<file path="src/rtl/cosd_pkg.sv">
// Package: payload types, widths and shared constants for the cosine distance block.
`default_nettype none
package cosd_pkg;
  localparam int ELEM_BITS = 16;
  localparam int SUM_W = 48;
  localparam int NORM_W = 62;
  localparam int ROOT_W = 31;
  localparam int DEN_W = 62;
  localparam int QUEUE_DEPTH = 2;

  typedef struct packed {
    logic signed [15:0] a_elem;
    logic signed [15:0] b_elem;
    logic               last;
  } in_item_t;

  typedef struct packed {
    logic [31:0] distance;
    logic        zero_norm;
  } out_item_t;

  // Finished sums of one vector pair, handed from front to back.
  typedef struct packed {
    logic signed [SUM_W-1:0] dot;
    logic [SUM_W-1:0]        a_norm;
    logic [SUM_W-1:0]        b_norm;
  } sums_t;

  typedef enum logic [2:0] {
    ST_IDLE,
    ST_NORM,
    ST_SQRT,
    ST_MUL,
    ST_DIV,
    ST_DONE
  } back_state_t;
endpackage
`default_nettype wire

</file>
<file path="src/rtl/cosd_queue.sv">
// Short queue of finished sums between front and back.
`default_nettype none
module cosd_queue (
  input  wire logic            clk,
  input  wire logic            rst_n,
  input  wire cosd_pkg::sums_t wr_data,
  input  wire logic            wr_valid,
  output logic                 wr_ready,
  output cosd_pkg::sums_t      rd_data,
  output logic                 rd_valid,
  input  wire logic            rd_ready
);
  import cosd_pkg::*;

  sums_t mem_r [QUEUE_DEPTH];
  logic [0:0] wp_r, rp_r;
  logic [1:0] cnt_r;
  logic wr, rd;

  assign wr_ready = cnt_r != 2'(QUEUE_DEPTH);
  assign rd_valid = cnt_r != 2'd0;
  assign rd_data = mem_r[rp_r];
  assign wr = wr_valid && wr_ready;
  assign rd = rd_valid && rd_ready;

  always_ff @(posedge clk) begin
    if (wr) mem_r[wp_r] <= wr_data;
  end

  always_ff @(posedge clk) begin
    if (!rst_n) begin
      wp_r <= '0;
      rp_r <= '0;
      cnt_r <= '0;
    end else begin
      if (wr) wp_r <= wp_r + 1'b1;
      if (rd) rp_r <= rp_r + 1'b1;
      cnt_r <= cnt_r + 2'(wr) - 2'(rd);
    end
  end
endmodule
`default_nettype wire

</file>
<file path="config.mk">
export PLATFORM = sky130hd
export DESIGN_NAME = cosd_queue
export DESIGN_NICKNAME = d
export VERILOG_FILES = /design/src/rtl/cosd_pkg.sv /design/src/rtl/cosd_queue.sv
export SDC_FILE = /design/constraint.sdc
export NUM_CORES = 1
export LEC_CHECK = 0
export BUFFER_PORTS_ARGS = -buffer_cell sky130_fd_sc_hd__buf_4
export CORE_MARGIN = 4
export CORE_UTILIZATION = 49
export CTS_BUF_LIST = sky130_fd_sc_hd__clkbuf_2
export CTS_CLUSTER_DIAMETER = 200
export DETAILED_ROUTE_END_ITERATION = 12
export PLACE_DENSITY = 0.78
export SYNTH_ARGS = -nofsm -noshare
export SYNTH_HDL_FRONTEND = slang
export SYNTH_SLANG_ARGS = --single-unit
export TNS_END_PERCENT = 1
</file>
<file path="constraint.sdc">
create_clock -name clk -period 4.22 [get_ports clk]
set_input_delay 0.633 -clock clk [delete_from_list [all_inputs] [get_ports clk]]
set_output_delay 0.633 -clock clk [all_outputs]
set_load 0.05 [all_outputs]
</file>
==> run_results.csv <==
group,metric,value,unit
run_status,status,"finished clean",
grt,grt-ovfl-total,0,
timing,fin_hold_ws,116,ps
cells_and_area,final_util,70.8,%
floorplanning,rows,54,
route,drc,0,
floorplanning,initial_utilization,49.9,%
synth,synth_cell_types,24,
synth,syn-cell-area,10900,µm²
clock_tree,cts.sinks,293,
timing,finClkSkew,62.0,ps
cells_and_area,drive_above_1_share,53.6,%
critical_path,cp_data_arrival_time,2530,ps
grt,gr-usage-met3,6.19,%
clock_tree,cts_root_buffer,"clkbuf_2",
route,wire_per_inst,19.2,µm
route,drtIter0Drc,325,
timing,min_period,3170,ps
synth,synth_fp_nets,626,
power_and_ir_drop,peakVddDrop,0.382,mV
grt,use_met2,35.0,%
timing,maxSlewViolCount,0,
critical_path,cp_max_fo,64,
timing,rsz0062_at_grt,"false",
grt,grt_max_degree,85,
clock_tree,cts_tree,"yes",
floorplanning,fp.dieH,157,µm
critical_path,end_kind,"output pin",
route,drtPass1Iterations,4,
route,vias,6409,
clock_tree,cts_buffer_depth,3,
timing,setup_tns,0,ps
synth,netlist_instances,477,
grt,grt_usage,19.7,%
synth,yosys.area.top_type,"edfxtp_1",
critical_path,required,3590,ps
clock_tree,clk_pin_slew,80,ps
cells_and_area,num-nets-final,1125,
worst_hold_path,min_from,"rst_n",
clock_tree,cts_buffers,71,
timing,finalCritPeriodShare,75.0,%
clock_tree,ctsHtreeMaxLevel,3,
route,drt_wl_total,25000,µm
worst_hold_path,hold_depth,2,
cells_and_area,multi_input_area,2010,µm²
critical_path,r2r_slack,1860,ps
critical_path,reg2regPathDepth,4,
floorplanning,dieArea,24700,µm²
grt,antenna_found_initial,4,
cells_and_area,register_area,8750,µm²
power_and_ir_drop,total_power,0.00846,W
synth,avgSynthCellArea,22.8,µm²
critical_path,critical_path_class,"reg -> out",
critical_path,critPathLaunchType,"flip-flop",
route,ant_nets,0,
synth,yosysSeqAreaShare,80.3,%
timing,slew_headroom,37.7,%
timing,finalHoldViolations,0,
clock_tree,cts_setup_buffers,0,
grt,met1_usage,22.1,%
floorplanning,io_pins,294,
power_and_ir_drop,p_per_area,548,nW/µm²
cells_and_area,area_delta_synth_final,41.8,%
placed_design,gp_congestion,0.775,
synth,netlist_top_cells_area,"edfxtp_1, mux2_2, mux2_4",
placed_design,dpl.hpwl,15100,µm
grt,grt_pass1_wl,37400,µm
critical_path,worstPathCellList,"buf_12 > mux2_2 > buf_4",
synth,synth_seq_cells,293,
timing,tightest_slew,934,ps
critical_path,cp_slowest_cell,"dfxtp_4",
synth,ys_warn_count,0,
timing,setup_viol,0,
run,drv_cap,0,
grt,grt_pass1_vias,7244,
power_and_ir_drop,leakagePower,6.03,nW
timing,fmax,316,MHz
route,vias_per_cell,4.94,
critical_path,r2r_end,"mem_r[0][67]$_DFFE_PP_",
critical_path,reg2reg_from,"cnt_r[0]$_SDFF_PN0_",
grt,gr-max-usage-layer,"met2",
clock_tree,insertion_delay,820,ps
critical_path,slowest_delay,680,ps
floorplanning,die_w,157,µm
synth,synth_top_area_share,79.4,%
worst_hold_path,hold_class,"in -> reg",
placed_design,port_buffers,293,
cells_and_area,fillCellCount,1321,
floorplanning,fp.coreArea,21800,µm²
-- critical path: cells and delay by family, from the launching register on --
kind                   cells  cell delay, ps
multiplexers               1             410
buffers and inverters      2             560
flip-flops                 1             680
-- worst max-delay path by stage --
stage | depth (start not counted) | endpoint
after floorplan | 3 | mem_r[0][0]$_DFFE_PP_
after global placement | 3 | rd_data[142]
after detailed placement | 4 | mem_r[0][24]$_DFFE_PP_
after CTS | 3 | rd_data[20]
after global routing | 3 | rd_data[20]
final | 3 | rd_data[20]
-- flip-flops by register name, indices dropped and copies added (netlist names), named ones only --
| name | cells |
|---|---|
| cnt_r | 2 |
| wp_r | 1 |
| mem_r | 288 |
| rp_r | 1 |
-- per-layer routing --
layer	routed length, µm	share of wire (%)
met1	9150	37
met2	13000	52
met3	2160	8.7
met4	602	2.4
met5	0	0
-- cell usage after synthesis --
cell,instances
a211oi_1,1
a21bo_2,2
a21boi_0,1
a32oi_1,1
and2_1,3
and3_1,1
buf_2,8
buf_6,8
dfxtp_1,5
edfxtp_1,288
ha_1,1
inv_1,1
mux2_2,84
mux2_4,60
mux2i_1,1
nand2_1,1
nand2b_1,2
nand3_1,1
nand3b_1,1
nor2_1,2
nor2b_1,1
o21ai_0,2
or2_2,1
xnor2_1,1
-- placed cells by master, fill, tap and decap left out, drive strengths merged --
cell | Yosys | final
inv | 1 | 3
clkinv | 0 | 17
xnor2 | 1 | 1
nand2b | 2 | 2
nor2b | 1 | 1
mux2i | 1 | 1
and3 | 1 | 1
nand2 | 1 | 1
nand3 | 1 | 1
clkbuf | 0 | 90
nand3b | 1 | 1
buf | 16 | 298
mux2 | 144 | 144
or2 | 1 | 1
nor2 | 2 | 2
a21boi | 1 | 1
diode | 0 | 4
o21ai | 2 | 2
ha | 1 | 1
a32oi | 1 | 1
edfxtp | 288 | 288
dfxtp | 5 | 5
a211oi | 1 | 1
and2 | 3 | 3
bufinv | 0 | 2
a21bo | 2 | 2
dlygate4sd3 | 0 | 144
-- report_power, final --
group	internal (W)	switching [W]	leakage, nW
clock	0.000697	0.00103	0.440
sequential	0.00354	0.000119	2.74
combinational	0.00113	0.00194	2.85
-- final cells by class --
| class | instances | area share [%] |
|---|---|---|
| diodes | 4 | 0.0648 |
| clock buffers | 90 | 2.92 |
| clock inverters | 21 | 0.859 |
| inverters | 1 | 0.0567 |
| multi-input cells | 167 | 13.0 |
| flip-flops and latches | 293 | 56.7 |
| well taps | 280 | 2.27 |
| repair buffers | 442 | 24.1 |
-- logic make-up (layout without fill, tap and decap cells) --
| group | after synthesis | after routing | synth area share (%) |
|---|---|---|---|
| compound gates | 7 | 7 | 0.494 |
| other cells | 0 | 4 | 0 |
| mux | 145 | 145 | 17.1 |
| simple gates | 13 | 13 | 0.678 |
| buf+inv | 17 | 554 | 1.23 |
| fa+ha+maj | 1 | 1 | 0.115 |
| xor+xnor | 1 | 1 | 0.0805 |
| flops | 293 | 293 | 80.3 |
-- per-stage QoR --
| stage | setup slack, ps | area (µm²) | instances |
|---|---|---|---|
| 2_1_floorplan | -128 | 10900 | 477 |
| 3_3_place_gp | 1890 | 13400 | 1039 |
| 3_5_place_dp | 1810 | 13400 | 1039 |
| 4_1_cts | 952 | 15400 | 1294 |
| 5_1_grt | 894 | 15400 | 1298 |
| 6_report | 1050 | 15400 | 1298 |
-- timing repair --
item,4_1_cts,5_1_grt
endpoints found under the hold margin,288,0
gates resized for setup,0,0
hold buffers,144,0
(Power assumes the default switching activity.)
