**config.mk**
```make
export PLATFORM = sky130hd
export DESIGN_NAME = cosd_front
export DESIGN_NICKNAME = d
export VERILOG_FILES = /design/src/rtl/cosd_pkg.sv /design/src/rtl/cosd_front.sv
export SDC_FILE = /design/constraint.sdc
export NUM_CORES = 2
export LEC_CHECK = 0
export ABC_AREA = 1
export BUFFER_PORTS_ARGS = -buffer_cell sky130_fd_sc_hd__buf_2
export CORE_UTILIZATION = 30
export CTS_BUF_LIST = sky130_fd_sc_hd__clkbuf_4 sky130_fd_sc_hd__clkbuf_8
export DETAILED_ROUTE_END_ITERATION = 10
export RECOVER_POWER = 50
export SLEW_MARGIN = 10
export SYNTH_ARGS = -nofsm -noshare
export SYNTH_HDL_FRONTEND = slang
export SYNTH_SLANG_ARGS = --single-unit
```
**constraint.sdc**
```tcl
create_clock -name clk -period 23.3 [get_ports clk]
set_input_delay 2.33 -clock clk [delete_from_list [all_inputs] [get_ports clk]]
set_output_delay 2.33 -clock clk [all_outputs]
set_load 0.03 [all_outputs]
```
**src/rtl/cosd_pkg.sv**
```systemverilog
// Package: payload types, widths and shared constants for the cosine distance block.
`default_nettype none
package cosd_pkg;
  localparam int ELEM_BITS = 16;
  localparam int SUM_W = 48;
  localparam int NORM_W = 62;
  localparam int ROOT_W = 31;
  localparam int DEN_W = 62;
  localparam int QUEUE_DEPTH = 2;

  typedef struct packed {
    logic signed [15:0] a_elem;
    logic signed [15:0] b_elem;
    logic               last;
  } in_item_t;

  typedef struct packed {
    logic [31:0] distance;
    logic        zero_norm;
  } out_item_t;

  // Finished sums of one vector pair, handed from front to back.
  typedef struct packed {
    logic signed [SUM_W-1:0] dot;
    logic [SUM_W-1:0]        a_norm;
    logic [SUM_W-1:0]        b_norm;
  } sums_t;

  typedef enum logic [2:0] {
    ST_IDLE,
    ST_NORM,
    ST_SQRT,
    ST_MUL,
    ST_DIV,
    ST_DONE
  } back_state_t;
endpackage
`default_nettype wire

```
**src/rtl/cosd_front.sv**
```systemverilog
// Front end: accumulates the three running sums and emits them on the last pair.
`default_nettype none
module cosd_front (
  input  wire logic             clk,
  input  wire logic             rst_n,
  input  wire cosd_pkg::in_item_t in_data,
  input  wire logic             in_valid,
  output logic                  in_ready,
  output cosd_pkg::sums_t       sums,
  output logic                  sums_valid,
  input  wire logic             sums_ready
);
  import cosd_pkg::*;

  localparam logic signed [SUM_W-1:0] DOT_MAX = {1'b0, {(SUM_W-1){1'b1}}};
  localparam logic signed [SUM_W-1:0] DOT_MIN = {1'b1, {(SUM_W-1){1'b0}}};
  localparam logic [SUM_W-1:0] NORM_MAX = {SUM_W{1'b1}};

  logic signed [SUM_W-1:0] dot_r, dot_nxt;
  logic [SUM_W-1:0] an_r, an_nxt, bn_r, bn_nxt;
  logic signed [ELEM_BITS-1:0] a, b;
  logic signed [2*ELEM_BITS-1:0] pab;
  logic [2*ELEM_BITS-1:0] paa, pbb;
  logic signed [SUM_W:0] dsum;
  logic [SUM_W:0] asum, bsum;
  logic acc;

  assign a = in_data.a_elem[ELEM_BITS-1:0];
  assign b = in_data.b_elem[ELEM_BITS-1:0];
  assign in_ready = sums_ready || !in_data.last;
  assign acc = in_valid && in_ready;

  always_comb begin
    pab = a * b;
    paa = (2*ELEM_BITS)'(a * a);
    pbb = (2*ELEM_BITS)'(b * b);
    dsum = {dot_r[SUM_W-1], dot_r} + (SUM_W+1)'(pab);
    asum = {1'b0, an_r} + (SUM_W+1)'(paa);
    bsum = {1'b0, bn_r} + (SUM_W+1)'(pbb);
    if (dsum > (SUM_W+1)'(DOT_MAX)) dot_nxt = DOT_MAX;
    else if (dsum < $signed({1'b1, DOT_MIN})) dot_nxt = DOT_MIN;
    else dot_nxt = dsum[SUM_W-1:0];
    an_nxt = asum[SUM_W] ? NORM_MAX : asum[SUM_W-1:0];
    bn_nxt = bsum[SUM_W] ? NORM_MAX : bsum[SUM_W-1:0];
  end

  assign sums_valid = in_valid && in_data.last;
  assign sums.dot = dot_nxt;
  assign sums.a_norm = an_nxt;
  assign sums.b_norm = bn_nxt;

  always_ff @(posedge clk) begin
    if (!rst_n) begin
      dot_r <= '0;
      an_r <= '0;
      bn_r <= '0;
    end else if (acc) begin
      if (in_data.last) begin
        dot_r <= '0;
        an_r <= '0;
        bn_r <= '0;
      end else begin
        dot_r <= dot_nxt;
        an_r <= an_nxt;
        bn_r <= bn_nxt;
      end
    end
  end
endmodule
`default_nettype wire

```
==> metrics.md <==
| Metric | Value |
|---|---|
| Status | `complete, but fails checks` |
| Failing checks | `capacitance limit, slew limit` |
| Cts bufs inserted | `17` |
| Worst Max-Slew Pin Slew | `2.599 ns` |
| Post-Synth XOR/XNOR Area | `0.02931` |
| Post-Syn Instances | `6113` |
| First-pass GRT wire length | `214.4 mm` |
| Total track usage | `0.1798` |
| Final Skew | `~0.023 ns` |
| Net Count, Synth | `between 7000 and 8000` |
| Hold Buf Count CTS | `0` |
| Clock Path Buffers | `2` |
| # DRC | `0` |
| Worst Path Buf+Inv | `9` |
| Core Footprint | `around 150000 µm²` |
| Sink Count | `~140` |
| Slew HR | `-0.7371` |
| Max Cap Viol | `5` |
| Via count | `between 30000 and 40000` |
| Die Wd | `about 390 µm` |
| Number of global-route vias before repair | `38464` |
| Crit-path max FO | `40` |
| TritonRoute pass-1 iters | `6` |
| Row count | `~140` |
| Max Clk Rate | `64.48 MHz` |
| Min-delay worst type | `flip-flop to flip-flop` |
| Worst path slowest cell | `clkbuf_1` |
| Most used DFF post-synth | `dfxtp_1` |
| Hold_ws | `0.4757 ns` |
| Starting density of the core | `0.3037` |
| Routed len/inst | `about 16 µm` |
| CTS H-Tree Depth | `4` |
| Sequential cell area fraction in the yosys report | `0.06390` |
| Area of the multi-input gates | `approximately 35000 µm²` |
| # fillers | `approximately 16000` |
| EDFF count, synth | `0` |
| Post-route core utilization | `0.3253` |
| CP Capture Type | `output pin` |
| Synthesis-stage register bit count | `approximately 140` |
| Area share of fa/ha/maj cells after synthesis | `0.4789` |
| CP top delay family | `buffers and inverters` |
| Routed WL | `between 100 and 150 mm` |
| Max stage delay on crit path | `roughly 1.5 ns` |
| Clk_lat worst skew | `0.63 ns` |
| Post-synthesis mux area share | `0` |
| Final #Nets | `7428` |
| Synth Area in Simple Gates | `0.2034` |
| FFs w/ async S/R, synth | `0` |
| Top cells by area, synth | `fa_1 37%, inv_1 14%, nand2_1 12%` |
| CTS tree | `done` |
| Slew Viols, Final | `154` |
| Clock transition at path regs | `about 0.080 ns` |
| Crit Path Category | `input pin to output pin` |
| Setup violators final | `0` |
| GRT Residual Overflow | `0` |
| Post-synth top cells | `1639 x inv_1, 1472 x nand2_1, 840 x fa_1` |
| Final min period | `15.51 ns` |
| Register Area | `2883 µm²` |
| Largest net degree at the start of global routing | `76` |
| Pre-CTS WS | `about 10 ns` |
| Startpoint types | `input pin` |
| Share of layout cells above drive strength 1 | `0.05646` |
| Ys Warns | `0` |
| Die ar. | `between 150000 and 200000 µm²` |
| Cell Area, Synth | `45120 µm²` |
| Yosys top cell by area | `fa_1` |
| Die Span Y | `389.8 µm` |
| Area grow syn2layout | `7.102%` |
| First DRT Iteration DRCs | `roughly 2800` |
| RSZ-0062 raised after global routing | `no` |
| CP required | `roughly 21 ns` |
| Final WS setup | `7.792 ns` |
| Most common cell in the synthesized netlist | `inv_1` |
| Final Hold Vio Count | `0` |
| Yosys top cell area share | `0.3727` |
| Initial antenna violation count | `8` |
| Crit path DAT | `13.18 ns` |
| IO Port Bufs | `between 150 and 200` |
| Largest family of logic cells by synthesized area | `adder cells` |
| Post-Route Setup TNS | `0 ns` |
| Crit share post-route | `0.6656` |
| I/O pin count | `183` |
| Post-CTS setup buffers | `0` |
| Syn_area_per_cell | `between 7 and 8 µm²` |
| Post-cts gate resize count | `0` |
| Placer Congestion | `around 0.96` |
| Via/cell ratio | `between 4 and 5` |
| Dpl hpwl | `approximately 110 mm` |
| Distinct cells, synth | `52` |
| DRT antenna net count | `0` |
| Post-synthesis compound-gate area fraction | `0.06980` |
| Root Buffer Master | `clkbuf_8` |
==> metal layers <==
| layer | global-route usage | up-vias | share of wire |
|---|---|---|---|
| met5 | 0 | - | 0.00034 |
| met4 | 0.04556 | 8 | 0.023 |
| met3 | 0.02873 | 131 | 0.066 |
| met2 | 0.2804 | 1041 | 0.45 |
| met1 | 0.2575 | 18601 | 0.47 |
| li1 | - | 18140 | - |
==> worst reg2reg max path, cell delays in order (launching register included) <==
cell     delay, ns
dfxtp_1       0.36
inv_1         0.09
fa_1          0.51
inv_1         0.05
fa_1          0.53
fa_1          0.45
fa_1          0.54
inv_1         0.05
fa_1          0.48
inv_1         0.06
ha_1          0.36
a21oi_1       0.34
nand2_1       0.19
a21oi_1       0.18
nand2_2       0.17
nand2_1       0.14
nand4_1       0.12
nand2_2       0.11
inv_2         0.06
nand2_1       1.86
nand3_1       0.53
a21oi_1       0.26
==> cells in the final DEF (no fill, tap or decap), types with 28 or more instances in the layout <==
cell type | netlist | routed
nor3_1 | 49 | 49
nor2_1 | 285 | 284
inv_1 | 1639 | 1641
fa_1 | 840 | 840
o21bai_1 | 33 | 33
nand2_2 | 43 | 29
ha_1 | 383 | 383
a21o_1 | 28 | 28
nand3_1 | 194 | 201
xor2_1 | 95 | 95
buf_4 | 2 | 28
nand4_1 | 54 | 54
buf_2 | 11 | 179
dfxtp_1 | 144 | 144
nand2_1 | 1472 | 1491
a21oi_1 | 347 | 347
o21ai_0 | 117 | 118
xnor2_1 | 56 | 56
==> path summary, 6_finish.rpt <==
path               start  slack [ns]       end  cells after the start
min reg2reg     an_r[16]        0.48  an_r[16]                      2
max          in_data[32]        7.79  sums[73]                     31
max reg2reg    dot_r[15]       15.77  dot_r[5]                     21
min             an_r[16]        0.48  an_r[16]                      2
==> cells by family (layout without fill, tap and decap cells) <==
kind of cell / Yosys count / in the layout
AO/OA/AOI/OAI: 575 / 575
XOR/XNOR: 151 / 151
adder cells (fa/ha/maj): 1223 / 1223
buffers and inverters: 1830 / 1898
flip-flops: 144 / 144
other: 0 / 3
AND/OR/NAND/NOR: 2190 / 2190
==> registers in the layout (all words and copies together), names as in the netlist <==
name / count
dot_r: 48
an_r: 48
bn_r: 48
==> through the flow <==
stage | area (µm²) | instances
2_1_floorplan | 45120 | 6113
3_3_place_gp | 48000 | 8151
3_5_place_dp | 48000 | 8151
4_1_cts | 48440 | 8183
5_1_grt | 48320 | 8186
6_report | 48320 | 8186
==> cell type report <==
cell class              instances  share of cell area
clock buffers                  19            0.005412
repair buffers                211             0.02320
flip-flops and latches        144             0.05966
well taps                    2002             0.05184
inverters                    1655              0.1286
diodes                          3           0.0001554
multi-input cells            4139              0.7275
clock inverters                13            0.003599
Power is not shown: default switching activity piles up to over one toggle a cycle in this logic, so the estimate is an artifact.
