$ cat config.mk
export PLATFORM = sky130hd
export DESIGN_NAME = cosd_back
export DESIGN_NICKNAME = d
export VERILOG_FILES = /design/src/rtl/cosd_pkg.sv /design/src/rtl/cosd_back.sv
export SDC_FILE = /design/constraint.sdc
export NUM_CORES = 2
export LEC_CHECK = 0
export BUFFER_PORTS_ARGS = -buffer_cell sky130_fd_sc_hd__buf_2
export CORE_MARGIN = 2
export CORE_UTILIZATION = 50
export CTS_CLUSTER_SIZE = 40
export DETAILED_ROUTE_END_ITERATION = 10
export GPL_ROUTABILITY_DRIVEN = 0
export PLACE_DENSITY_LB_ADDON = 0.12
export REMOVE_ABC_BUFFERS = 1
export SLEW_MARGIN = 10
export SYNTH_ARGS = -nofsm -noshare
export SYNTH_HDL_FRONTEND = slang
export SYNTH_SLANG_ARGS = --single-unit
$ cat constraint.sdc
create_clock -name clk -period 12.1 [get_ports clk]
set_clock_uncertainty 0.15 [all_clocks]
set_input_delay 3.025 -clock clk [delete_from_list [all_inputs] [get_ports clk]]
set_output_delay 3.025 -clock clk [all_outputs]
set_load 0.005 [all_outputs]
$ cat src/rtl/cosd_pkg.sv
// Package: payload types, widths and shared constants for the cosine distance block.
`default_nettype none
package cosd_pkg;
  localparam int ELEM_BITS = 16;
  localparam int SUM_W = 48;
  localparam int NORM_W = 62;
  localparam int ROOT_W = 31;
  localparam int DEN_W = 62;
  localparam int QUEUE_DEPTH = 2;

  typedef struct packed {
    logic signed [15:0] a_elem;
    logic signed [15:0] b_elem;
    logic               last;
  } in_item_t;

  typedef struct packed {
    logic [31:0] distance;
    logic        zero_norm;
  } out_item_t;

  // Finished sums of one vector pair, handed from front to back.
  typedef struct packed {
    logic signed [SUM_W-1:0] dot;
    logic [SUM_W-1:0]        a_norm;
    logic [SUM_W-1:0]        b_norm;
  } sums_t;

  typedef enum logic [2:0] {
    ST_IDLE,
    ST_NORM,
    ST_SQRT,
    ST_MUL,
    ST_DIV,
    ST_DONE
  } back_state_t;
endpackage
`default_nettype wire

$ cat src/rtl/cosd_back.sv
// Back end: normalizes, takes the roots, multiplies and divides for one distance.
`default_nettype none
module cosd_back (
  input  wire logic            clk,
  input  wire logic            rst_n,
  input  wire cosd_pkg::sums_t sums,
  input  wire logic            sums_valid,
  output logic                 sums_ready,
  output cosd_pkg::out_item_t  out_data,
  output logic                 out_valid,
  input  wire logic            out_ready
);
  import cosd_pkg::*;

  localparam logic [63:0] ONE_Q30 = 64'd1 << 30;

  back_state_t state_r, state_nxt;
  logic [NORM_W-1:0] xa_r, xb_r;
  logic [ROOT_W-1:0] ra_r, rb_r;
  logic [NORM_W+1:0] rema_r, remb_r;
  logic [5:0] ea_r, eb_r;
  logic [4:0] cnt_r;
  logic [47:0] mag_r;
  logic neg_r;
  logic [DEN_W-1:0] den_r;
  logic [62:0] num_r;
  logic [30:0] q_r;
  logic [5:0] ml_r;
  logic [1:0] mstep_r;
  logic [DEN_W-1:0] acc_r;
  out_item_t res_r;
  logic ov_r;

  logic [NORM_W+1:0] ta, tb;
  logic [31:0] rbx;
  logic [63:0] p0;

  assign sums_ready = state_r == ST_IDLE && !ov_r;
  assign out_data = res_r;
  assign out_valid = ov_r;

  always_comb begin
    state_nxt = state_r;
    unique case (state_r)
      ST_IDLE: if (sums_valid && !ov_r && sums.a_norm != '0 && sums.b_norm != '0)
        state_nxt = ST_NORM;
      ST_NORM: if (xa_r[NORM_W-1:NORM_W-2] != 2'b00 && xb_r[NORM_W-1:NORM_W-2] != 2'b00)
        state_nxt = ST_SQRT;
      ST_SQRT: if (cnt_r == 5'd0) state_nxt = ST_MUL;
      ST_MUL:  if (mstep_r == 2'd3) state_nxt = ST_DIV;
      ST_DIV:  if (cnt_r == 5'd0) state_nxt = ST_DONE;
      ST_DONE: state_nxt = ST_IDLE;
      default: state_nxt = ST_IDLE;
    endcase
  end

  always_comb begin
    // one restoring root digit per cycle for each norm
    ta = {rema_r[NORM_W-1:0], xa_r[NORM_W-1:NORM_W-2]}
         - {1'b0, ra_r, 2'b01};
    tb = {remb_r[NORM_W-1:0], xb_r[NORM_W-1:NORM_W-2]}
         - {1'b0, rb_r, 2'b01};
    // 16-bit slice of rb times 32-bit ra, accumulated over two steps
    rbx = {1'b0, rb_r};
    p0 = 64'({1'b0, ra_r}) * 64'(rbx[{mstep_r[0], 4'd0} +: 16]);
  end

  always_ff @(posedge clk) begin
    if (!rst_n) state_r <= ST_IDLE;
    else state_r <= state_nxt;
  end

  always_ff @(posedge clk) begin
    if (!rst_n) begin
      ov_r <= 1'b0;
    end else begin
      if (ov_r && out_ready) ov_r <= 1'b0;
      if (state_r == ST_IDLE && sums_valid && !ov_r
          && (sums.a_norm == '0 || sums.b_norm == '0)) ov_r <= 1'b1;
      if (state_r == ST_DONE) ov_r <= 1'b1;
    end
  end

  always_ff @(posedge clk) begin
    unique case (state_r)
      ST_IDLE: begin
        xa_r <= NORM_W'(sums.a_norm);
        xb_r <= NORM_W'(sums.b_norm);
        ea_r <= '0;
        eb_r <= '0;
        neg_r <= sums.dot[SUM_W-1];
        mag_r <= sums.dot[SUM_W-1] ? 48'(-sums.dot) : sums.dot;
        ra_r <= '0;
        rb_r <= '0;
        rema_r <= '0;
        remb_r <= '0;
        cnt_r <= 5'd30;
        // load a fresh result only while the output register is free;
        // zero norms take the forced result and never leave idle
        if (sums_valid && !ov_r) begin
          res_r.distance <= 32'(ONE_Q30);
          res_r.zero_norm <= sums.a_norm == '0 || sums.b_norm == '0;
        end
      end
      ST_NORM: begin
        if (xa_r[NORM_W-1:NORM_W-2] == 2'b00) begin
          xa_r <= xa_r << 2;
          ea_r <= ea_r + 6'd2;
        end
        if (xb_r[NORM_W-1:NORM_W-2] == 2'b00) begin
          xb_r <= xb_r << 2;
          eb_r <= eb_r + 6'd2;
        end
      end
      ST_SQRT: begin
        xa_r <= xa_r << 2;
        xb_r <= xb_r << 2;
        if (!ta[NORM_W+1]) begin
          rema_r <= ta;
          ra_r <= {ra_r[ROOT_W-2:0], 1'b1};
        end else begin
          rema_r <= {rema_r[NORM_W-1:0], xa_r[NORM_W-1:NORM_W-2]};
          ra_r <= {ra_r[ROOT_W-2:0], 1'b0};
        end
        if (!tb[NORM_W+1]) begin
          remb_r <= tb;
          rb_r <= {rb_r[ROOT_W-2:0], 1'b1};
        end else begin
          remb_r <= {remb_r[NORM_W-1:0], xb_r[NORM_W-1:NORM_W-2]};
          rb_r <= {rb_r[ROOT_W-2:0], 1'b0};
        end
        cnt_r <= cnt_r - 5'd1;
        mstep_r <= '0;
        acc_r <= '0;
        ml_r <= 6'(({1'b0, ea_r} + {1'b0, eb_r}) >> 1);
      end
      ST_MUL: begin
        mstep_r <= mstep_r + 2'd1;
        if (mstep_r == 2'd0) acc_r <= DEN_W'(p0);
        if (mstep_r == 2'd1) acc_r <= acc_r + DEN_W'(p0 << 16);
        if (mstep_r == 2'd2) begin
          den_r <= acc_r;
          num_r <= (mag_r >> (6'd62 - ml_r)) != '0 ? {63{1'b1}}
                   : 63'(64'(mag_r) << ml_r);
        end
        if (mstep_r == 2'd3) begin
          q_r <= '0;
          cnt_r <= 5'd30;
          if (num_r >= 63'(den_r)) begin
            res_r.distance <= neg_r ? 32'(ONE_Q30 << 1) : 32'd0;
            cnt_r <= 5'd0;
          end
        end
      end
      ST_DIV: begin
        if (cnt_r != 5'd0 && num_r < 63'(den_r) || cnt_r != 5'd0) begin
          if ({num_r[61:0], 1'b0} >= 63'(den_r)) begin
            num_r <= {num_r[61:0], 1'b0} - 63'(den_r);
            q_r <= {q_r[29:0], 1'b1};
          end else begin
            num_r <= {num_r[61:0], 1'b0};
            q_r <= {q_r[29:0], 1'b0};
          end
          cnt_r <= cnt_r - 5'd1;
        end
      end
      ST_DONE: begin
        if (res_r.distance == 32'(ONE_Q30))
          res_r.distance <= neg_r ? 32'(ONE_Q30 + 64'(q_r)) : 32'(ONE_Q30 - 64'(q_r));
      end
      default: ;
    endcase
  end
endmodule
`default_nettype wire

==> results.yml <==
pwr:
  leakagePower_nw: 27.2
  seq_power_share_pct: 34.4
  total_power_mw: 7.82
  switching_share_pct: 35.9
  powerDensity_nw_per_um2: 120
  clkPwrFrac_pct: 30.6
  p_int_mw: 5.01
  p_switching_mw: 2.81
  combPwrFrac_pct: 35.0
  vdd_drop_max_v: 0.000133
timing:
  final_max_slew_viol_count: 0
  hold_slack_ns: 0.307
  rsz0062_at_grt: "no"
  worstMarginPinSlew_ns: 1.23
  period_share_pct: 88.5
  fin_tns_setup_ns: 0
  hold_violations: 0
  fmax_mhz: 93.4
  setup_violations: 0
  relSlewSlack_pct: 18.0
  finalCriticalPeriod_ns: 10.71
  worst_slack_ns: 1.39
routing:
  met1_length_mm: 73.5
  routed_wl_mm: 167
  drc: 0
  drt-vias-per-instance: 5.89
  met3WireLength_mm: 9.69
  postRouteAntennaNets: 0
  wl_met2_mm: 78.2
  first_pass_iters: 6
  dr_total_vias: 47640
  routed.top_layer: "met4"
  initialDrtViolationCount: 4167
  wire_per_inst_microns: 20.7
synth:
  synthArstFlopShare_pct: 0
  yosys.area.top_type: "edfxtp_1"
  synth_cells: 6441
  yosysUniqueCellTypes: 89
  synth.avg_cell_area_sq_um: 9.33
  synthesis.area_sq_um: 60100
  ys_seq_area_share_pct: 31.8
  ys_top_cells_by_area: "edfxtp_1 32%, fa_1 14%, ha_1 7.7%"
  synthFlopType: "edfxtp_1"
  synth_most_common_cell: "nand2_1"
  yosysTopAreaCellShare_pct: 31.6
  synth_edf_count: 633
  yosys-top-cells-count: "754 x nand2_1, 678 x inv_1, 633 x edfxtp_1, 478 x nor2_1, 433 x a21oi_1"
  yosys_warnings: 0
  ys_ff_latch: 637
layout:
  stdcell_area_sq_um: 65000
  multiInputGateArea_sq_um: 37300
  fin_util_pct: 54.3
  drive_gt1_share_pct: 8.90
  finalNonFillerCells: 8088
  fillers: 10849
  layout.nets: 7341
  register_area_sq_um: 19100
  area_delta_synth_final_pct: 8.08
worst_setup_path:
  cp-end-kind: "flop"
  cp.arrival_ns: 10.98
  slowest_delay_ns: 0.96
  cp_slowest_cell: "o21ai_4"
  critPathMostFrequentCell: "fa_1"
  r2r_cells: 32
  cp_max_fo: 32
  crit_required_ns: 12.37
  crit_type: "flop to flop"
  startpoint_type: "flop"
clock_tree:
  post_cts_buffers: 0
  cts_tree: "yes"
  clk_latency_ns: 0.71
  clk_path_buf_depth: 3
  clk_pin_slew_ns: 0.06
  cts.sink_count: 637
  root_buffer: "clkbuf_16"
  cts_buffers: 76
  ctsHoldBuffers: 0
  cts.repair.resized: 0
  htree_num_levels: 3
placed_design:
  place_inst: 7949
  io_buffers: 182
  placed_area_sq_um: 62400
  place_ws_ns: 1.50
  dp_hpwl_mm: 126
die:
  chipHeight_microns: 351
  initial_utilization_pct: 50.2
  die_w_microns: 351
  pin_count: 183
  core_area_sq_um: 120000
  die_area_sq_um: 123000
  num_rows: 127
status:
  outcome: "completed"
global_routing:
  grt_pass1_vias: 46170
  grt.total_usage_pct: 26.9
  antenna_found_initial: 1
  grt_max_degree: 166
  grt_overflow: 0
  grt_pass1_wl_mm: 261
min_path:
  hold_path_class: "flop to flop"
  hold_path_depth: 0
run:
  maxCapViolCount: 0
## cell families after synthesis
logic type / Yosys count / share of synthesized area (%)
AO/OA/AOI/OAI: 1345 / 14.2
XOR/XNOR: 281 / 4.10
adder cells (fa/ha/maj): 777 / 21.3
buffers and inverters: 1034 / 6.51
flip-flops: 637 / 31.8
multiplexers: 277 / 5.64
AND/OR/NAND/NOR: 2090 / 16.6
## power groups by stage
stage	sequential [mW]	clock [mW]	combinational, mW
2_1_floorplan	2.69	0	1.98
3_5_place_dp	2.74	0	2.69
5_1_grt	2.71	2.51	3.03
6_report	2.69	2.39	2.74
3_3_place_gp	2.73	0	2.67
4_1_cts	2.69	2.43	2.71
## cell usage in the layout, fill, tap and decap left out, types with 80 or more instances in the layout
master,netlist,routed
nor2_1,478,476
o21ai_0,276,259
or3_1,85,85
and2_1,163,162
edfxtp_1,633,633
nand4_1,80,80
a21oi_1,433,430
xor2_1,86,86
a21o_1,175,175
nor3_1,120,119
inv_1,678,678
buf_2,15,182
mux2i_1,124,124
xnor2_1,195,195
ha_1,370,369
mux2_2,115,115
fa_1,407,407
nand2_1,754,753
## area by class of cell
type / count / area share, %
clock buffers: 83 / 2.97
well taps: 1612 / 3.11
repair buffers: 248 / 2.20
clock inverters: 54 / 0.980
flip-flops and latches: 637 / 29.4
diodes: 1 / 0.00385
multi-input cells: 4770 / 57.4
inverters: 683 / 3.95
## registers in the layout (all words and copies together) (netlist names), 48 cells and up
signal / flops
acc_r: 62
den_r: 62
mag_r: 48
num_r: 63
rema_r: 62
remb_r: 62
xa_r: 62
xb_r: 62
## worst paths after layout
path                                  end  slack, ns        from
worst max-delay path            acc_r[56]       1.39  mstep_r[0]
worst min-delay path             den_r[2]       0.31    acc_r[2]
worst max register to register  acc_r[56]       1.39  mstep_r[0]
worst min register to register   den_r[2]       0.31    acc_r[2]
## per-layer routing
layer,GRT usage [%],vias up
met5,0,-
met4,9.46,0
met3,3.65,286
met2,43.5,1576
met1,37.1,23321
li1,-,22457
## worst max-delay path, delay by kind of cell, from the launching register on
kind | cells | cell delay, ns
muxes | 1 | 0.15
DFF | 1 | 0.78
buffers and inverters | 4 | 0.70
adders and majority gates | 8 | 3.48
xor gates and xnor gates | 1 | 0.42
AOI/OAI and AO/OA | 17 | 4.50
and+or+nand+nor | 1 | 0.27
Power figures use the tool's default switching activity.
